`config.mk`:
```
export PLATFORM = sky130hd
export DESIGN_NAME = service_slot_pool
export DESIGN_NICKNAME = d
export VERILOG_FILES = /design/src/rtl/core/ssp_pkg.sv /design/src/rtl/core/ssp_ctrl.sv /design/src/rtl/core/ssp_slots.sv /design/src/rtl/core/ssp_summary.sv /design/src/rtl/core/service_slot_pool.sv
export SDC_FILE = /design/constraint.sdc
export NUM_CORES = 2
export LEC_CHECK = 0
export BUFFER_PORTS_ARGS = -buffer_cell sky130_fd_sc_hd__buf_2
export CAP_MARGIN = 20
export CORE_AREA = 2 2 345 347
export CTS_CLUSTER_DIAMETER = 100
export DETAILED_ROUTE_END_ITERATION = 7
export DIE_AREA = 0 0 347 349
export MAX_ROUTING_LAYER = met4
export PLACE_DENSITY = 0.61
export SLEW_MARGIN = 15
export SYNTH_ARGS = -nofsm -noshare
export SYNTH_HDL_FRONTEND = slang
export SYNTH_SLANG_ARGS = --single-unit
```
`constraint.sdc`:
```
create_clock -name clk -period 4.5 [get_ports clk]
set_input_delay 0.225 -clock clk [delete_from_list [all_inputs] [get_ports clk]]
set_output_delay 0.225 -clock clk [all_outputs]
set_load 0.02 [all_outputs]
```
`src/rtl/core/ssp_pkg.sv`:
```
// Shared types and constants for the service slot pool.
// Holds the action codes, controller states and the controller command struct.
// Has no dependencies.
package ssp_pkg;

	localparam int SERVERS_BITS = 5;
	localparam int SLOT_IDX_BITS = 4;
	localparam int FIELD_BITS = 16;
	localparam int GROUP_SIZE = 8;
	localparam int GROUP_BITS = 3;

	typedef enum logic [1:0] {
		ACT_TICK,
		ACT_ASSIGN,
		ACT_RELEASE,
		ACT_CLEAR
	} action_t;

	typedef enum logic [1:0] {
		ST_IDLE,
		ST_APPLY,
		ST_GROUP,
		ST_TOTAL
	} state_t;

	typedef struct packed {
		logic capture;
		logic apply;
		logic group;
		logic total;
	} ssp_cmd_t;

endpackage

```
`src/rtl/core/ssp_ctrl.sv`:
```
// Controller state machine of the service slot pool.
// Sequences capture, update, group summary and total for each transaction.
// Depends on ssp_pkg.
module ssp_ctrl (
	input  logic            clk,
	input  logic            arst_n,
	input  logic            start,
	output ssp_pkg::ssp_cmd_t cmd,
	output logic            busy,
	output logic            done
);
	import ssp_pkg::*;

	state_t state_q;
	state_t state_next;
	logic   done_q;

	always_comb begin
		state_next = state_q;
		unique case (state_q)
			ST_IDLE: begin
				if (start) begin
					state_next = ST_APPLY;
				end
			end
			ST_APPLY: state_next = ST_GROUP;
			ST_GROUP: state_next = ST_TOTAL;
			ST_TOTAL: state_next = ST_IDLE;
			default:  state_next = ST_IDLE;
		endcase
	end

	always_comb begin
		cmd = '0;
		busy = 1'b1;
		unique case (state_q)
			ST_IDLE: begin
				cmd.capture = start;
				busy = 1'b0;
			end
			ST_APPLY: cmd.apply = 1'b1;
			ST_GROUP: cmd.group = 1'b1;
			ST_TOTAL: cmd.total = 1'b1;
			default:  busy = 1'b1;
		endcase
	end

	always_ff @(posedge clk or negedge arst_n) begin
		if (!arst_n) begin
			state_q <= ST_IDLE;
			done_q <= 1'b0;
		end else begin
			state_q <= state_next;
			done_q <= (state_q == ST_TOTAL);
		end
	end

	assign done = done_q;

endmodule

```
`src/rtl/core/ssp_slots.sv`:
```
// Slot storage datapath of the service slot pool.
// Holds the in-use register and slot records, applies actions and reads out the addressed slot.
// Depends on ssp_pkg.
module ssp_slots #(
	parameter int SLOT_COUNT = 16,
	parameter int TIME_BITS = 16
) (
	input  logic                                  clk,
	input  logic                                  arst_n,
	input  ssp_pkg::ssp_cmd_t                     cmd,
	input  logic                                  cfg_we,
	input  logic [ssp_pkg::SERVERS_BITS-1:0]      cfg_wdata,
	input  logic [1:0]                            action,
	input  logic [ssp_pkg::SLOT_IDX_BITS-1:0]     slot,
	input  logic [ssp_pkg::FIELD_BITS-1:0]        service_time,
	input  logic [ssp_pkg::FIELD_BITS-1:0]        client_number,
	input  logic [ssp_pkg::FIELD_BITS-1:0]        extra_word,
	output logic [SLOT_COUNT-1:0]                 count_vec,
	output logic [SLOT_COUNT-1:0]                 free_vec,
	output logic [ssp_pkg::FIELD_BITS-1:0]        slot_time,
	output logic [ssp_pkg::FIELD_BITS-1:0]        slot_client,
	output logic [ssp_pkg::FIELD_BITS-1:0]        slot_extra,
	output logic                                  slot_free,
	output logic                                  slot_finished,
	output logic                                  bad_slot
);
	import ssp_pkg::*;

	localparam int IW = (SLOT_COUNT > 1) ? $clog2(SLOT_COUNT) : 1;

	logic [SERVERS_BITS-1:0]  servers_q;
	action_t                  act_q;
	logic [SLOT_IDX_BITS-1:0] slot_q;
	logic [TIME_BITS-1:0]     time_in_q;
	logic [FIELD_BITS-1:0]    client_in_q;
	logic [FIELD_BITS-1:0]    extra_in_q;

	logic [TIME_BITS-1:0]     time_q [SLOT_COUNT];
	logic [FIELD_BITS-1:0]    client_q [SLOT_COUNT];
	logic [FIELD_BITS-1:0]    extra_q [SLOT_COUNT];
	logic [SLOT_COUNT-1:0]    ticked_q;

	logic [SLOT_COUNT-1:0]    active;
	logic [SLOT_COUNT-1:0]    nz;
	logic                     bad;
	logic [IW-1:0]            idx;
	logic [TIME_BITS-1:0]     rd_time;
	logic [FIELD_BITS-1:0]    rd_client;
	logic [FIELD_BITS-1:0]    rd_extra;

	logic [FIELD_BITS-1:0]    slot_time_q;
	logic [FIELD_BITS-1:0]    slot_client_q;
	logic [FIELD_BITS-1:0]    slot_extra_q;
	logic                     slot_free_q;
	logic                     slot_finished_q;
	logic                     bad_slot_q;

	always_comb begin
		for (int i = 0; i < SLOT_COUNT; i++) begin
			active[i] = (i < int'(servers_q));
			nz[i] = (time_q[i] != '0);
		end
		bad = ({1'b0, slot_q} >= servers_q) || (int'(slot_q) >= SLOT_COUNT);
		idx = IW'(slot_q);
		count_vec = (act_q == ACT_TICK) ? ticked_q : (active & nz);
		free_vec = active & ~nz;
		rd_time = time_q[idx];
		rd_client = client_q[idx];
		rd_extra = extra_q[idx];
	end

	always_ff @(posedge clk or negedge arst_n) begin
		if (!arst_n) begin
			servers_q <= SERVERS_BITS'(1);
		end else if (cfg_we) begin
			servers_q <= cfg_wdata;
		end
	end

	always_ff @(posedge clk) begin
		if (cmd.capture) begin
			act_q <= action_t'(action);
			slot_q <= slot;
			time_in_q <= TIME_BITS'(service_time);
			client_in_q <= client_number;
			extra_in_q <= extra_word;
		end
	end

	always_ff @(posedge clk or negedge arst_n) begin
		if (!arst_n) begin
			ticked_q <= '0;
			for (int i = 0; i < SLOT_COUNT; i++) begin
				time_q[i] <= '0;
				client_q[i] <= '0;
				extra_q[i] <= '0;
			end
		end else if (cmd.apply) begin
			ticked_q <= active & nz;
			for (int i = 0; i < SLOT_COUNT; i++) begin
				case (act_q)
					ACT_TICK: begin
						if (active[i] && nz[i]) begin
							time_q[i] <= time_q[i] - TIME_BITS'(1);
						end
					end
					ACT_ASSIGN: begin
						if (!bad && idx == IW'(i)) begin
							time_q[i] <= time_in_q;
							client_q[i] <= client_in_q;
							extra_q[i] <= extra_in_q;
						end
					end
					ACT_RELEASE: begin
						if (!bad && idx == IW'(i)) begin
							time_q[i] <= '0;
							client_q[i] <= '0;
							extra_q[i] <= '0;
						end
					end
					default: begin
						if (active[i]) begin
							time_q[i] <= '0;
							client_q[i] <= '0;
							extra_q[i] <= '0;
						end
					end
				endcase
			end
		end
	end

	always_ff @(posedge clk) begin
		if (cmd.total) begin
			bad_slot_q <= bad;
			if (bad) begin
				slot_time_q <= '0;
				slot_client_q <= '0;
				slot_extra_q <= '0;
				slot_free_q <= 1'b0;
				slot_finished_q <= 1'b0;
			end else begin
				slot_time_q <= FIELD_BITS'(rd_time);
				slot_client_q <= rd_client;
				slot_extra_q <= rd_extra;
				slot_free_q <= (rd_time == '0) && (rd_client == '0) && (rd_extra == '0);
				slot_finished_q <= (rd_time == '0) && (rd_client != '0);
			end
		end
	end

	assign slot_time = slot_time_q;
	assign slot_client = slot_client_q;
	assign slot_extra = slot_extra_q;
	assign slot_free = slot_free_q;
	assign slot_finished = slot_finished_q;
	assign bad_slot = bad_slot_q;

endmodule

```
`src/rtl/core/ssp_summary.sv`:
```
// Pool summary datapath of the service slot pool.
// A registered two-level tree that counts busy slots and finds the first free slot.
// Depends on ssp_pkg.
module ssp_summary #(
	parameter int SLOT_COUNT = 16
) (
	input  logic                              clk,
	input  ssp_pkg::ssp_cmd_t                 cmd,
	input  logic [SLOT_COUNT-1:0]             count_vec,
	input  logic [SLOT_COUNT-1:0]             free_vec,
	output logic [ssp_pkg::SERVERS_BITS-1:0]  first_free,
	output logic [ssp_pkg::SERVERS_BITS-1:0]  busy_count
);
	import ssp_pkg::*;

	localparam int NG = (SLOT_COUNT + GROUP_SIZE - 1) / GROUP_SIZE;
	localparam int PADN = NG * GROUP_SIZE;
	localparam int CW = $clog2(SLOT_COUNT + 1);

	logic [PADN-1:0]       cnt_pad;
	logic [PADN-1:0]       free_pad;
	logic [GROUP_BITS:0]   grp_cnt [NG];
	logic                  grp_hit [NG];
	logic [GROUP_BITS-1:0] grp_pos [NG];
	logic [GROUP_BITS:0]   grp_cnt_s1 [NG];
	logic                  grp_hit_s1 [NG];
	logic [GROUP_BITS-1:0] grp_pos_s1 [NG];
	logic [CW-1:0]         sum;
	logic [CW-1:0]         first;
	logic [CW-1:0]         sum_q;
	logic [CW-1:0]         first_q;

	always_comb begin
		cnt_pad = PADN'(count_vec);
		free_pad = PADN'(free_vec);
		for (int g = 0; g < NG; g++) begin
			grp_cnt[g] = '0;
			grp_hit[g] = 1'b0;
			grp_pos[g] = '0;
			for (int b = GROUP_SIZE - 1; b >= 0; b--) begin
				grp_cnt[g] = grp_cnt[g] + (GROUP_BITS + 1)'(cnt_pad[g * GROUP_SIZE + b]);
				if (free_pad[g * GROUP_SIZE + b]) begin
					grp_hit[g] = 1'b1;
					grp_pos[g] = GROUP_BITS'(b);
				end
			end
		end
	end

	always_ff @(posedge clk) begin
		if (cmd.group) begin
			for (int g = 0; g < NG; g++) begin
				grp_cnt_s1[g] <= grp_cnt[g];
				grp_hit_s1[g] <= grp_hit[g];
				grp_pos_s1[g] <= grp_pos[g];
			end
		end
	end

	always_comb begin
		sum = '0;
		first = '0;
		for (int g = NG - 1; g >= 0; g--) begin
			sum = sum + CW'(grp_cnt_s1[g]);
			if (grp_hit_s1[g]) begin
				first = CW'(g * GROUP_SIZE) + CW'(grp_pos_s1[g]) + CW'(1);
			end
		end
	end

	always_ff @(posedge clk) begin
		if (cmd.total) begin
			sum_q <= sum;
			first_q <= first;
		end
	end

	assign first_free = SERVERS_BITS'(first_q);
	assign busy_count = SERVERS_BITS'(sum_q);

endmodule

```
`src/rtl/core/service_slot_pool.sv`:
```
// Top level of the service slot pool.
// Joins the controller, the slot storage and the summary tree.
// Depends on ssp_pkg, ssp_ctrl, ssp_slots and ssp_summary.

// A transaction runs as follows: start is taken while busy is low, busy then
// stays high while the slot records are updated, the per-group counts are
// registered and the totals are formed, and once the totals are registered
// done is high for exactly one cycle with all result ports valid. That cycle
// is also the first in which busy is low again, so a new start may be given
// in it. The receiver must take the result when done is high; it cannot be
// held. The user must write the in-use count through cfg_we and cfg_wdata
// only while no transaction is open; the block itself does not enforce this.
module service_slot_pool #(
	parameter int SLOT_COUNT = 16,
	parameter int TIME_BITS = 16
) (
	input  logic                                 clk,
	input  logic                                 arst_n,
	input  logic                                 cfg_we,
	input  logic [ssp_pkg::SERVERS_BITS-1:0]     cfg_wdata,
	input  logic                                 start,
	input  logic [1:0]                           action,
	input  logic [ssp_pkg::SLOT_IDX_BITS-1:0]    slot,
	input  logic [ssp_pkg::FIELD_BITS-1:0]       service_time,
	input  logic [ssp_pkg::FIELD_BITS-1:0]       client_number,
	input  logic [ssp_pkg::FIELD_BITS-1:0]       extra_word,
	output logic                                 busy,
	output logic                                 done,
	output logic [ssp_pkg::SERVERS_BITS-1:0]     first_free,
	output logic [ssp_pkg::SERVERS_BITS-1:0]     busy_count,
	output logic [ssp_pkg::FIELD_BITS-1:0]       slot_time,
	output logic [ssp_pkg::FIELD_BITS-1:0]       slot_client,
	output logic [ssp_pkg::FIELD_BITS-1:0]       slot_extra,
	output logic                                 slot_free,
	output logic                                 slot_finished,
	output logic                                 bad_slot
);
	import ssp_pkg::*;

	ssp_cmd_t              cmd;
	logic [SLOT_COUNT-1:0] count_vec;
	logic [SLOT_COUNT-1:0] free_vec;

	ssp_ctrl u_ctrl (
		.clk    (clk),
		.arst_n (arst_n),
		.start  (start),
		.cmd    (cmd),
		.busy   (busy),
		.done   (done)
	);

	ssp_slots #(
		.SLOT_COUNT (SLOT_COUNT),
		.TIME_BITS  (TIME_BITS)
	) u_slots (
		.clk           (clk),
		.arst_n        (arst_n),
		.cmd           (cmd),
		.cfg_we        (cfg_we),
		.cfg_wdata     (cfg_wdata),
		.action        (action),
		.slot          (slot),
		.service_time  (service_time),
		.client_number (client_number),
		.extra_word    (extra_word),
		.count_vec     (count_vec),
		.free_vec      (free_vec),
		.slot_time     (slot_time),
		.slot_client   (slot_client),
		.slot_extra    (slot_extra),
		.slot_free     (slot_free),
		.slot_finished (slot_finished),
		.bad_slot      (bad_slot)
	);

	ssp_summary #(
		.SLOT_COUNT (SLOT_COUNT)
	) u_summary (
		.clk        (clk),
		.cmd        (cmd),
		.count_vec  (count_vec),
		.free_vec   (free_vec),
		.first_free (first_free),
		.busy_count (busy_count)
	);

`ifndef NO_ASSERTIONS
	a_result_latency: assert property (@(posedge clk) disable iff (!arst_n)
		(start && !busy) |-> ##4 done)
		else $error("result strobe did not follow an accepted transaction");

	a_done_idle: assert property (@(posedge clk) disable iff (!arst_n)
		done |-> !busy)
		else $error("result strobe while a transaction is open");

	a_busy_cause: assert property (@(posedge clk) disable iff (!arst_n)
		$rose(busy) |-> $past(start))
		else $error("busy raised without an accepted transaction");
`endif

endmodule
```
==> flow_summary.ini <==
[routing]
route.vias.total = 37600
met2_length_um = 70400
drc = 0
drtAntennaViolNets = 0
wl_met3_um = 11000
drt-wirelength-per-cell_um = 23.7
routed_wl_um = 148000
drtIter0Drc = 3768
viasPerCell = 6.00
highest_layer = met4
drt-met1-wl_um = 62500
first_pass_iters = 6

[sta]
skew_ns = 0.0366
timing.final.crit_share_pct = 99.1
rsz0062_at_grt = yes
maxSlewViolCount = 0
setup_violations = 0
maxSlewHeadroom_pct = 27.2
tightest_slew_ns = 1.09
timing.final.hold_violations = 0
fin_ws_ns = 0.0396
fmax_mhz = 224
min_period_ns = 4.46

[setup_path]
worstSetupPathType = flip-flop to flip-flop
start_kind = flip-flop
critPathSlowestCell = fa_1
endpoint_kind = flip-flop
crit_path_cell_trace = inv_2 -> ha_4 -> or3b_4 -> or4_4 -> nor4b_2 -> buf_4 -> o31ai_4 -> ha_4 -> fa_1 -> fa_1 -> fa_2 -> inv_2 -> fa_2 -> inv_2
cp.arrival_ns = 4.92
worstPathMaxFanout = 3
cp_common_cell = inv_2
critPathRequiredTime_ns = 4.96
critPathMaxStageDelay_ns = 0.58

[clocking]
cts_root_buf = clkbuf_16
cts_buffers = 102
clock_latency_ns = 0.71
clock_sinks = 923
cts.path.max_buffers = 3
h-tree-depth = 3
cts_tree = built
clk_pin_slew_worst_paths_ns = 0.06

[logic_synthesis]
syn_nets = 4683
yosys_register_bits = 923
synth_edf_count = 131
syn_avg_cell_area_um2 = 10.2
synth.area.top_cells = dfrtp_1 (42%), mux4_2 (9.4%), edfxtp_1 (8.4%), o21ai_0 (7.2%), nand2_1 (7.1%)
synth-async-reset-ratio_pct = 85.8
synth.top_cell.area_share_pct = 42.4
synthTopCellsByCount = nand2_1 (884), dfrtp_1 (791), o21ai_0 (670), clkbuf_1 (296), mux4_2 (195)
ys_seq_area_share_pct = 50.9
yosysMostFrequentCell = nand2_1
yosys.area.top_type = dfrtp_1
synth.cell_area_mm2 = 0.0467
synthCells = 4569
yosysUniqueCellTypes = 86
ys.warnings.count = 0
synth_ff_type = dfrtp_1

[status]
outcome = finished, final reports clean

[cells_and_area]
fillers = 10900
syn_to_final_growth_pct = 15.3
fin_nets = 4762
final_core_util_pct = 45.8
diodes = 0
layout-drive-gt1-share_pct = 15.8

[global_route]
grt_pass1_wl_um = 227000
grt_pass1_vias = 36300
grt_max_degree = 115
overflow = 0
antenna_found_initial = 1
grt_util_all_layers_pct = 25.2

[place]
portBuffers = 125
dp_slack_ns = -0.186
gp_congestion = 0.955
hpwlAfterDp_um = 96400

[power_and_ir_drop]
leakage_nw = 21.9
clkPwrFrac_pct = 24.5
power.switching_mw = 14.2
p_sw_share_pct = 38.7
p_per_area_mw_per_mm2 = 683
seqPwrFrac_pct = 40.1
vdd_drop_max_mv = 0.411
power_mw = 36.7
intPower_mw = 22.5
pwr-share-comb_pct = 35.4

[floorplan]
rows = 126
start_util_pct = 39.7
die_width_um = 347
fp.coreArea_mm2 = 0.117
fp.dieH_um = 349
die_area_mm2 = 0.121
ioPinCount = 126

[job]
cap_violations = 0

[min_path]
hold_path_class = primary input to asynchronous set/reset pin
[critical path, delay by kind of cell, from the launching register on]
family	cells	cell delay, ns
AO/OA/AOI/OAI	1	0.07
adder cells (fa/ha/maj)	6	2.25
buffers and inverters	4	0.35
flip-flops	1	0.40
AND/OR/NAND/NOR	3	1.13
[cells by family after synthesis]
family          count (synthesis)  share of synthesized area, %
xor+xnor                        5                        0.0939
buf+inv                       446                          3.76
flops                         923                          50.9
compound gates               1282                          17.1
mux                           237                          10.4
fa+ha+maj                      51                          1.51
simple gates                 1625                          16.3
[power by group through the flow]
stage / clock network, mW / logic (mW) / registers [mW]
global placement: 0 / 12.5 / 14.6
detailed placement: 0 / 12.8 / 14.7
floorplan: 0 / 8.50 / 14.1
finish: 8.99 / 13.0 / 14.7
CTS: 9.15 / 12.9 / 14.6
global route: 9.50 / 14.4 / 15.2
[path summary, 6_finish.rpt]
kind                                                 start                              endpoint  slack [ns]  cells past startpoint
max                         u_slots.time_q[17]$_DFFE_PN0P_  u_summary.grp_cnt_s1[0][5]$_DFFE_PP_        0.04                     14
min                                                 arst_n       u_slots.time_q[194]$_DFFE_PN0P_        0.21                      2
max reg2reg                 u_slots.time_q[17]$_DFFE_PN0P_  u_summary.grp_cnt_s1[0][5]$_DFFE_PP_        0.04                     14
min reg2reg                u_slots.extra_q[10]$_DFFE_PN0P_       u_slots.extra_q[10]$_DFFE_PN0P_        0.47                      2
max in group asynchronous                           arst_n      u_slots.extra_q[215]$_DFFE_PN0P_        3.08                      3
min in group clk                         client_number[15]     u_slots.client_in_q[15]$_DFFE_PP_        0.23                      2
[sequential cells by signal (all words and copies together), names as in the netlist, 4 cells and up]
name / flops
u_slots.client_q: 256
u_slots.ticked_q: 16
u_slots.extra_in_q: 16
u_slots.time_q: 256
u_summary.grp_pos_s1: 6
u_summary.grp_cnt_s1: 8
u_slots.client_in_q: 16
u_slots.extra_q: 256
u_slots.slot_time: 16
u_slots.slot_client: 16
u_slots.time_in_q: 16
u_slots.servers_q: 5
u_summary.first_free: 5
u_summary.busy_count: 5
u_slots.idx: 4
u_slots.slot_extra: 16
[cells in the final DEF (no fill, tap or decap), types with 19 or more instances in the layout]
| cell | count |
|---|---|
| nand2_1 | 884 |
| dfrtp_1 | 791 |
| o21ai_0 | 670 |
| mux4_2 | 195 |
| nor2_1 | 170 |
| a21oi_1 | 142 |
| edfxtp_1 | 131 |
| buf_2 | 124 |
| buf_4 | 122 |
| nand3_1 | 114 |
| clkbuf_16 | 104 |
| a22oi_1 | 89 |
| or4_1 | 80 |
| or3_1 | 80 |
| a32oi_1 | 73 |
| dlygate4sd3_1 | 70 |
| nor3_1 | 69 |
| inv_1 | 68 |
| nor4_1 | 52 |
| a221o_1 | 51 |
| ha_1 | 34 |
| a211o_1 | 33 |
| or2_2 | 29 |
| buf_12 | 28 |
| nand2b_1 | 26 |
| o211ai_1 | 26 |
| and2_1 | 23 |
| clkinv_2 | 21 |
| mux2_2 | 20 |
| clkbuf_1 | 20 |
| mux2i_1 | 19 |
| o221ai_1 | 19 |
[layout make-up]
cell class | count | area, um^2 | share of cell area [%]
clock buffer | 133 | 2800 | 5.21
clock inverter | 56 | 795 | 1.48
inverter | 75 | 284 | 0.528
multi-input combinational | 3200 | 21400 | 39.8
sequential | 923 | 23800 | 44.2
tap | 1536 | 1920 | 3.57
timing repair buffer | 346 | 2820 | 5.24
[through the flow]
| stage | instances | setup TNS (ns) | hold slack (ns) | cell area, um^2 |
|---|---|---|---|---|
| after detailed placement | 6003 | -0.437 | 0.360 | 49300 |
| after global placement | 6002 | -0.241 | 0.363 | 49300 |
| final | 6269 | 0 | 0.209 | 53800 |
| after CTS | 6263 | 0 | 0.180 | 53700 |
| after global routing | 6269 | -0.171 | 0.217 | 53800 |
| after floorplan | 4569 | 0 | -0.0706 | 46700 |
[routing by layer]
metal	vias up	track usage, %
met5	-	-
met4	0	7.97
met3	273	3.87
met2	1473	39.3
met1	18900	33.8
li1	17000	-
[repair_timing]
item	CTS	global route
endpoints found under the setup margin	5	5
setup buffers	1	5
pin swaps	1	9
gates cloned	0	0
gates resized for setup	3	22
hold endpoints to repair	142	0
hold buffers	70	0
No activity file was read; power rests on OpenSTA's default activity.
